===== config.mk =====
export PLATFORM = sky130hd
export DESIGN_NAME = wmbs_mul
export DESIGN_NICKNAME = d
export VERILOG_FILES = /design/src/hw/rtl/wmbs_pkg.sv /design/src/hw/rtl/wmbs_mul.sv
export SDC_FILE = /design/constraint.sdc
export NUM_CORES = 2
export LEC_CHECK = 0
export BUFFER_PORTS_ARGS = -buffer_cell sky130_fd_sc_hd__buf_2
export CAP_MARGIN = 25
export CORE_MARGIN = 8
export CORE_UTILIZATION = 50
export CTS_CLUSTER_SIZE = 30
export DETAILED_ROUTE_END_ITERATION = 10
export PLACE_DENSITY = 0.66
export SLEW_MARGIN = 20
export SYNTH_ARGS = -nofsm -noshare
export SYNTH_HDL_FRONTEND = slang
export SYNTH_SLANG_ARGS = --single-unit

===== constraint.sdc =====
create_clock -name clk -period 10.1 [get_ports clk]
set_clock_uncertainty 0.05 [all_clocks]
set_input_delay 2.02 -clock clk [delete_from_list [all_inputs] [get_ports clk]]
set_output_delay 2.02 -clock clk [all_outputs]
set_load 0.1 [all_outputs]

===== src/hw/rtl/wmbs_pkg.sv =====
// Shared types and constants for the weighted multi-dimensional best split block.
// Used by every module under hw/rtl; has no dependencies of its own.
`timescale 1ns / 1ps
`default_nettype none

package wmbs_pkg;

  // Sizing
  localparam int MAX_SAMPLES = 1024;
  localparam int SAMP_W      = 10;   // sample slot address
  localparam int CNT_W       = 11;   // sample count, holds MAX_SAMPLES itself
  localparam int MAX_DIMS    = 8;
  localparam int DIM_W       = 3;    // coordinate index
  localparam int ADDR_W      = SAMP_W + DIM_W;
  localparam int CFG_W       = 4;
  localparam int VAL_W       = 12;
  localparam int WGT_W       = 8;
  localparam int TW_W        = 18;   // weight totals
  localparam int SQ_W        = 44;   // weighted sum of squares
  localparam int SUM_W       = 32;   // per-dimension weighted sums
  localparam int MOP_W       = 34;   // multiplier operand
  localparam int ACC_W       = 64;   // squared norms, quotients, costs
  localparam int BASE_W      = 20;
  localparam int IDX_W       = 21;
  localparam int STAT_W      = 2;

  // Status codes
  localparam logic [STAT_W-1:0] STAT_OK   = 2'd0;
  localparam logic [STAT_W-1:0] STAT_ZDIV = 2'd1;
  localparam logic [STAT_W-1:0] STAT_DROP = 2'd2;

  // Sequencer states
  typedef enum logic [4:0] {
    S_IDLE,
    S_LD_MUL,
    S_LD_ACC,
    S_R0_MUL,
    S_R0_ACC,
    S_BQ_START,
    S_BQ_WAIT,
    S_BQ_DONE,
    S_SC_RDW,
    S_SC_WT,
    S_SC_RDV,
    S_SC_MWV,
    S_SC_ADDL,
    S_SC_ML,
    S_SC_MR,
    S_SC_AR,
    S_SC_LSTART,
    S_SC_LWAIT,
    S_SC_RSTART,
    S_SC_RWAIT,
    S_SC_CMP,
    S_FINISH
  } state_t;

  // Write side of the sample store
  typedef struct packed {
    logic                     val_we;
    logic                     wgt_we;
    logic [SAMP_W-1:0]        samp;
    logic [DIM_W-1:0]         coord;
    logic signed [VAL_W-1:0]  value;
    logic [WGT_W-1:0]         weight;
    logic [DIM_W-1:0]         ncoord;  // highest coordinate written in the sample
  } store_wr_t;

endpackage

`default_nettype wire


===== src/hw/rtl/wmbs_mul.sv =====
// Shared signed multiplier with a registered product.
// Depends on wmbs_pkg for operand and result widths.
`timescale 1ns / 1ps
`default_nettype none

module wmbs_mul
  import wmbs_pkg::*;
(
  input  wire logic                    clk,
  input  wire logic signed [MOP_W-1:0] a,
  input  wire logic signed [MOP_W-1:0] b,
  output logic [ACC_W-1:0]             prod
);

  logic signed [2*MOP_W-1:0] full;

  // Low 64 bits are the wrapped square or product
  assign full = a * b;

  always_ff @(posedge clk) begin
    prod <= full[ACC_W-1:0];
  end

endmodule

`default_nettype wire


==> impl_metrics.toml <==
[outcome]
status = "completed"

[sta]
drv_slew = 0
tns_ps = 0
hold_violations = 0
tightestPinTransition_ps = 951
finalSetupViolCount = 0
max_freq_mhz = 103
fin_crit_ps = 9680
rsz0062_at_grt = "false"
post-route-period-util = 0.958
slew_headroom = 0.365

[clock_network]
cts_tree = "done"
cts_buffers = 9
clock_path_buffers = 2
cts_root_buf = "clkbuf_16"
cts.clk_slew.worst_paths_ps = 60
post_cts_buffers = 0
hold_buffers = 0
clock_sinks = 64
cts_resized = 0
h-tree-depth = 3

[finish]
layout-area-overhead-vs-synth_pct = 6.12
regMostFlops = "prod"
layout_commonest_cell = "fa_1"
largest_reg_flops = 64
fill_cells = 7585
top_regs = "prod x64"
instances_no_fill = 5541
fin_nets = 5918
drive_gt1_frac = 0.0659
final_cell_mix = "fa_1 (1192), inv_1 (1151), and2_1 (596)"

[synth]
syn_inst = 4409
yosysWarnings = 0
synth.avg_cell_area_um2 = 9.38
synth_nets = 5869
ys_seq_elements = 64
syn_area_mm2 = 0.0414
synthFlopType = "dfxtp_1"
yosys.area.top_type = "fa_1"
ys_seq_area_frac = 0.0310
synth_edf_count = 0
yosys-top-cells-area = "fa_1 (58%), inv_1 (10%), and2_1 (9.0%), ha_1 (6.0%), nand2_1 (5.2%)"
yosysTopAreaCellShare = 0.577
ys_types = 54
synthArstFlopShare = 0

[route]
avgViaCountPerCell = 5.26
drc = 0
final_antenna_net_count = 0
wl_per_cell_um = 20.5
drt_iter0_drc = 1597
via_count = 29154
wirelength_um = 114000
drt_pass1_iterations = 6

[min_path]
hold_path.class = "primary input to flop"
min_from = "a[0]"

[critical_path]
startpoint_type = "primary input"
worst-path-max-fanout = 28
crit_type = "primary input to flop"
path_common_cell = "fa_1"
crit_required_ps = 10320
cpMaxStageDelayCell = "fa_1"
slowest_delay_ps = 700
endpoint_kind = "flop"
cp-startpoint = "b[1]"
arrival_ps = 9900

[placed_design]
routabilityCongestion = 0.941
place_inst = 5517
port_buffers = 132
hpwlAfterDp_um = 96900

[global_route]
grt_max_degree = 35
gr-total-overflow = 0
antenna_found_initial = 19
grt_pass1_vias = 32836
grt_pass1_wl_um = 186000
grtUsageTotal = 0.258

[run]
cap_violations = 0

[floorplan]
fp.dieArea_mm2 = 0.0922
fp.coreArea_mm2 = 0.0820
die_w_um = 304
fp-row-count = 105
start_util = 0.505
die_h_um = 304
io_pins = 133
## synth_stat cells (26+ instances only)
| cell | number |
|---|---|
| xnor2_1 | 58 |
| a21oi_1 | 69 |
| nand3_1 | 26 |
| nor2_1 | 55 |
| clkbuf_1 | 219 |
| inv_1 | 1151 |
| and2_1 | 596 |
| nand2_1 | 573 |
| dfxtp_1 | 64 |
| ha_1 | 199 |
| fa_1 | 1192 |
| xor2_1 | 28 |
| o21ai_0 | 34 |
## worst paths after layout
kind                  cells after the start       end  slack (ps)
worst max-delay path                     27  prod[63]         420
worst min-delay path                      3   prod[0]        2240
## stage by stage
step	utilization	hold WS (ps)	area (µm²)	setup WS, ps
6_report	0.535	2240	43900	422
5_1_grt	0.535	2220	43900	85.4
4_1_cts	0.535	2200	43900	517
3_5_place_dp	0.531	2520	43500	103
3_3_place_gp	0.531	2520	43500	183
2_1_floorplan	-	2100	41400	1130
## layer usage
| layer | wire [µm] | GRT usage | share of wire | vias up |
|---|---|---|---|---|
| li1 | - | - | - | 12511 |
| met1 | 44000 | 0.326 | 0.39 | 15340 |
| met2 | 56300 | 0.437 | 0.50 | 1044 |
| met3 | 8630 | 0.0514 | 0.076 | 247 |
| met4 | 4660 | 0.0947 | 0.041 | 12 |
| met5 | 76 | 0 | 0.00067 | - |
## cell type report
type / count / area (µm²) / share of cell area
diodes: 8 / 20.0 / 0.000456
well taps: 1070 / 1340 / 0.0305
clock buffers: 9 / 225 / 0.00513
repair buffers: 264 / 1680 / 0.0382
multi-input cells: 2968 / 34900 / 0.795
clock inverters: 7 / 125 / 0.00285
flip-flops and latches: 64 / 1280 / 0.0292
inverters: 1151 / 4320 / 0.0984
## worst max-delay path, delay by kind of cell
kind	cells	cell delay, ps
fa+ha+maj	9	4540
simple gates	5	1390
buf+inv	9	1050
compound gates	3	740
xor+xnor	1	100
## logic make-up after synthesis
| family | count (synthesis) | synth area share |
|---|---|---|
| compound gates | 192 | 0.0307 |
| xor+xnor | 86 | 0.0182 |
| fa+ha+maj | 1391 | 0.637 |
| buf+inv | 1377 | 0.125 |
| flops | 64 | 0.0310 |
| simple gates | 1299 | 0.158 |
Power is left out: the tool's default activity adds up to more than one toggle a clock period on the data nets, which glitch-free logic cannot reach.
