===== config.mk =====
export PLATFORM = sky130hd
export DESIGN_NAME = wmbs_div
export DESIGN_NICKNAME = d
export VERILOG_FILES = /design/src/hw/rtl/wmbs_pkg.sv /design/src/hw/rtl/wmbs_div.sv
export SDC_FILE = /design/constraint.sdc
export NUM_CORES = 1
export LEC_CHECK = 0
export ABC_AREA = 0
export BUFFER_PORTS_ARGS = -buffer_cell sky130_fd_sc_hd__buf_2
export CAP_MARGIN = 20
export CORE_AREA = 2 2 152 94
export DETAILED_ROUTE_END_ITERATION = 7
export DIE_AREA = 0 0 154 96
export GPL_ROUTABILITY_DRIVEN = 0
export GPL_TIMING_DRIVEN = 0
export PLACE_DENSITY = 0.61
export SLEW_MARGIN = 0
export SYNTH_ARGS = -nofsm -noshare
export SYNTH_HDL_FRONTEND = slang
export SYNTH_SLANG_ARGS = --single-unit

===== constraint.sdc =====
create_clock -name clk -period 3.05 [get_ports clk]
set_input_delay 0.305 -clock clk [delete_from_list [all_inputs] [get_ports clk]]
set_output_delay 0.305 -clock clk [all_outputs]
set_load 0.02 [all_outputs]

===== src/hw/rtl/wmbs_pkg.sv =====
// Shared types and constants for the weighted multi-dimensional best split block.
// Used by every module under hw/rtl; has no dependencies of its own.
`timescale 1ns / 1ps
`default_nettype none

package wmbs_pkg;

  // Sizing
  localparam int MAX_SAMPLES = 1024;
  localparam int SAMP_W      = 10;   // sample slot address
  localparam int CNT_W       = 11;   // sample count, holds MAX_SAMPLES itself
  localparam int MAX_DIMS    = 8;
  localparam int DIM_W       = 3;    // coordinate index
  localparam int ADDR_W      = SAMP_W + DIM_W;
  localparam int CFG_W       = 4;
  localparam int VAL_W       = 12;
  localparam int WGT_W       = 8;
  localparam int TW_W        = 18;   // weight totals
  localparam int SQ_W        = 44;   // weighted sum of squares
  localparam int SUM_W       = 32;   // per-dimension weighted sums
  localparam int MOP_W       = 34;   // multiplier operand
  localparam int ACC_W       = 64;   // squared norms, quotients, costs
  localparam int BASE_W      = 20;
  localparam int IDX_W       = 21;
  localparam int STAT_W      = 2;

  // Status codes
  localparam logic [STAT_W-1:0] STAT_OK   = 2'd0;
  localparam logic [STAT_W-1:0] STAT_ZDIV = 2'd1;
  localparam logic [STAT_W-1:0] STAT_DROP = 2'd2;

  // Sequencer states
  typedef enum logic [4:0] {
    S_IDLE,
    S_LD_MUL,
    S_LD_ACC,
    S_R0_MUL,
    S_R0_ACC,
    S_BQ_START,
    S_BQ_WAIT,
    S_BQ_DONE,
    S_SC_RDW,
    S_SC_WT,
    S_SC_RDV,
    S_SC_MWV,
    S_SC_ADDL,
    S_SC_ML,
    S_SC_MR,
    S_SC_AR,
    S_SC_LSTART,
    S_SC_LWAIT,
    S_SC_RSTART,
    S_SC_RWAIT,
    S_SC_CMP,
    S_FINISH
  } state_t;

  // Write side of the sample store
  typedef struct packed {
    logic                     val_we;
    logic                     wgt_we;
    logic [SAMP_W-1:0]        samp;
    logic [DIM_W-1:0]         coord;
    logic signed [VAL_W-1:0]  value;
    logic [WGT_W-1:0]         weight;
    logic [DIM_W-1:0]         ncoord;  // highest coordinate written in the sample
  } store_wr_t;

endpackage

`default_nettype wire


===== src/hw/rtl/wmbs_div.sv =====
// Restoring divider: 64-bit unsigned numerator by 18-bit nonzero divisor, one bit a cycle.
// Depends on wmbs_pkg. Quotient valid when done pulses.
`timescale 1ns / 1ps
`default_nettype none

module wmbs_div
  import wmbs_pkg::*;
(
  input  wire logic             clk,
  input  wire logic             rst,
  input  wire logic             start,
  input  wire logic [ACC_W-1:0] num,
  input  wire logic [TW_W-1:0]  den,
  output logic                  done,
  output logic [ACC_W-1:0]      quot
);

  localparam int CW = $clog2(ACC_W);

  logic            busy;
  logic [CW-1:0]   cnt;
  logic [ACC_W-1:0] qr;     // numerator shifts out, quotient shifts in
  logic [TW_W-1:0] rem;
  logic [TW_W-1:0] den_r;
  logic [TW_W:0]   trial;
  logic [TW_W:0]   diff;
  logic            ge;

  assign trial = {rem, qr[ACC_W-1]};
  assign ge    = trial >= {1'b0, den_r};
  assign diff  = trial - {1'b0, den_r};
  assign quot  = qr;

  // Control
  always_ff @(posedge clk) begin
    if (rst) begin
      busy <= 1'b0;
      cnt  <= '0;
      done <= 1'b0;
    end else begin
      done <= 1'b0;
      if (start) begin
        busy <= 1'b1;
        cnt  <= '0;
      end else if (busy) begin
        cnt <= cnt + CW'(1);
        if (cnt == CW'(ACC_W - 1)) begin
          busy <= 1'b0;
          done <= 1'b1;
        end
      end
    end
  end

  // Datapath
  always_ff @(posedge clk) begin
    if (start) begin
      qr    <= num;
      rem   <= '0;
      den_r <= den;
    end else if (busy) begin
      rem <= ge ? diff[TW_W-1:0] : trial[TW_W-1:0];
      qr  <= {qr[ACC_W-2:0], ge};
    end
  end

endmodule

`default_nettype wire


==> flow_summary.json <==
{
  "dp_hpwl_um": 9680,
  "syn_inst": 410,
  "yosys.area.top_type": "edfxtp_1",
  "drcViolationCount": 0,
  "clock_tree.root_cell": "clkbuf_16",
  "crit_arrival_ps": 3020,
  "finalHoldWorstSlack_ps": 120,
  "mappedNetlistArea_mm2": 0.00528,
  "top_usage_layer": "met1",
  "drv_cap": 0,
  "area_growth_pct": 24.6,
  "rsz0062_at_grt": "no",
  "synth_ff_type": "edfxtp_1",
  "synth.area.mux_share": 0.155,
  "fin_tns_setup_ps": 0,
  "syn_nets": 515,
  "regToRegSetupSlack_ps": 260,
  "routed_wl_um": 12800,
  "setup-violations-final": 0,
  "grt_overflow": 0,
  "synthArstFlopShare": 0,
  "clockBufferDepth": 2,
  "skew_ps": 11.8,
  "clk_latency_ps": 350,
  "setup_ws_ps": 261,
  "io_pins": 150,
  "row_count": 33,
  "leakage_nw": 2.77,
  "synthSimpleGateAreaFrac": 0.0645,
  "synth_area_leaders": "edfxtp_1, mux2_2, dfxtp_1",
  "clkPwrFrac": 0.307,
  "use_met2": 0.254,
  "portBuffers": 149,
  "nets": 676,
  "p_comb_frac": 0.226,
  "grt_use_met1": 0.260,
  "worstReg2RegStart": "quot[63]",
  "antenna_found_initial": 0,
  "die_w_um": 154,
  "hold_class": "primary input to flip-flop",
  "final_core_util": 0.490,
  "start_kind": "flip-flop",
  "vias_per_cell": 5.03,
  "ys_seq_area_frac": 0.565,
  "synthAdderAreaFrac": 0.0488,
  "crit_start": "quot[63]",
  "slew_violations": 0,
  "worst_ep_required_time_ps": 3290,
  "switchingPower_mw": 1.20,
  "status": "complete, no violations",
  "synth_compound_area_frac": 0.103,
  "first_pass_iters": 4,
  "grt_pass1_wl_um": 20000,
  "synth_warnings": 0,
  "synth_top_area_share": 0.466,
  "dr.first_iter.drc_count": 259,
  "cp-end-kind": "flip-flop",
  "internal-power_mw": 2.71,
  "tightest_slew_ps": 860,
  "diodes": 0,
  "start_util": 0.393,
  "fin_crit_ps": 2790,
  "synthXorXnorAreaFrac": 0.0315,
  "p_sw_frac": 0.307,
  "layout-drive-gt1-share": 0.418,
  "synth_area_per_cell_um2": 12.9,
  "cts_tree": "done",
  "grt_pass1_vias": 3702,
  "vdd_drop_max_mv": 0.327,
  "grt_max_degree": 65,
  "r2r-end": "rem[14]",
  "die-area_mm2": 0.0148,
  "cts_buffers": 9,
  "r2r.worst_path.cells": 11,
  "placed_cells": 734,
  "use_met3": 0.0450,
  "power.density_mw_per_mm2": 594,
  "synth_top_family_by_area": "multiplexers",
  "fin_cells": 751,
  "core-area_mm2": 0.0134,
  "hold_violations": 0,
  "p_seq_frac": 0.467,
  "max_freq_mhz": 359,
  "period_share": 0.914,
  "grtUsageTotal": 0.175,
  "pre_cts_slack_ps": 165,
  "synth_edf_count": 82,
  "cp_max_fo": 3,
  "yosysUniqueCellTypes": 52,
  "endpoint": "rem[14]",
  "htree_levels": 3,
  "routed-via-count": 3780,
  "max_slew_margin": 0.426,
  "clkTransAtPathRegs_ps": 80,
  "die_h_um": 96,
  "ctsHoldBuffers": 0,
  "path_class": "flip-flop to flip-flop",
  "ys_seq_elements": 108,
  "clock_sinks": 108,
  "avgRoutedWirePerCell_um": 17.1,
  "ant_nets": 0
}
==> sequential cells by signal, indices dropped and copies added, names as in the netlist <==
signal / cells
cnt: 6
den_r: 18
busy: 1
quot: 64
done: 1
rem: 18
==> cell type report <==
cell class	count	area, um2
Timing Repair Buffer	150	753
Sequential cell	108	2980
Multi-Input combinational cell	260	2140
Clock inverter	7	88.8
Inverter	24	90.1
Tap cell	175	219
Buffer	18	76.3
Fill cell	1217	6840
Clock buffer	9	225
==> worst min-delay path by stage <==
stage | startpoint | end | slack, ps | depth (start not counted)
floorplan | rst | busy | 370 | 1
CTS | rst | busy | 110 | 2
finish | rst | busy | 120 | 2
global route | den[6] | den_r[6] | 110 | 1
global placement | cnt[5] | cnt[5] | 470 | 2
detailed placement | rst | busy | 480 | 2
==> power groups by stage <==
stage | sequential (mW) | clock [mW] | combinational [mW]
final | 1.82 | 1.20 | 0.883
after global routing | 1.84 | 1.28 | 0.956
after CTS | 1.83 | 1.23 | 0.878
after detailed placement | 1.86 | 0 | 0.874
after global placement | 1.85 | 0 | 0.856
after floorplan | 1.96 | 0 | 0.482
==> worst max-delay path: stages (launching register included) <==
cell and delay (ps):
edfxtp_1 380, inv_1 90, ha_1 150, inv_1 50
fa_1 440, a211oi_2 270, o211ai_1 170, a221oi_2 380
o21ai_1 150, a31oi_1 230, xnor2_1 120, o31a_1 240
==> repair_timing <==
item,in CTS,in global routing
buffers inserted,0,1
endpoints found under the setup margin,0,2
resized for setup,0,1
hold endpoints to repair,0,0
==> synth_stat cells, drive strengths merged, types with 2 or more instances <==
library cell and count:
o31ai 2, o21bai 2, nor2 26, dfxtp 26, o211ai 3, nand2 18, clkbuf 14, a211oi 12
nor4 2, buf 4, nor3 2, a31oi 5, a21o 9, a221oi 2, a311oi 3, edfxtp 82
nor2b 2, xor2 6, mux2i 11, a21oi 17, mux2 63, nand3 5, inv 24, o21ai 10
o31a 3, nand4 7, nand2b 3, ha 19, xnor2 13
==> through the flow <==
stage	total power [mW]	area, um2
final	3.91	6580
after global routing	4.08	6580
after detailed placement	2.73	6250
after CTS	3.94	6570
after floorplan	2.44	5280
after global placement	2.71	6240
==> metal layers <==
layer	part of all wire	vias up
met3	0.058	8
met2	0.42	104
li1	-	1860
met4	0.0089	0
met1	0.51	1808
met5	0	-
==> cells by family (layout without fill, tap and decap cells) <==
logic type	after synthesis	in the layout
fa+ha+maj	20	20
xor+xnor	19	19
buf+inv	42	208
simple gates	71	71
mux	74	74
compound gates	76	76
flops	108	108
==> placed cells by master (no fill, tap or decap), types with 4 or more instances in the layout <==
master     netlist  layout
buf_2            1     150
edfxtp_1        82      82
mux2_2          63      63
nor2_1          26      26
dfxtp_1         26      26
inv_1           24      24
ha_1            19      19
nand2_1         18      17
a21oi_1         17      17
clkbuf_1        14      14
xnor2_1         13      13
mux2i_1         11      11
a211oi_1        12      11
clkbuf_16        0       9
a21o_1           8       8
o21ai_0          7       7
nand4_1          7       7
xor2_1           6       6
nand3_1          4       4
a31oi_1          4       4
(Power assumes the default switching activity.)
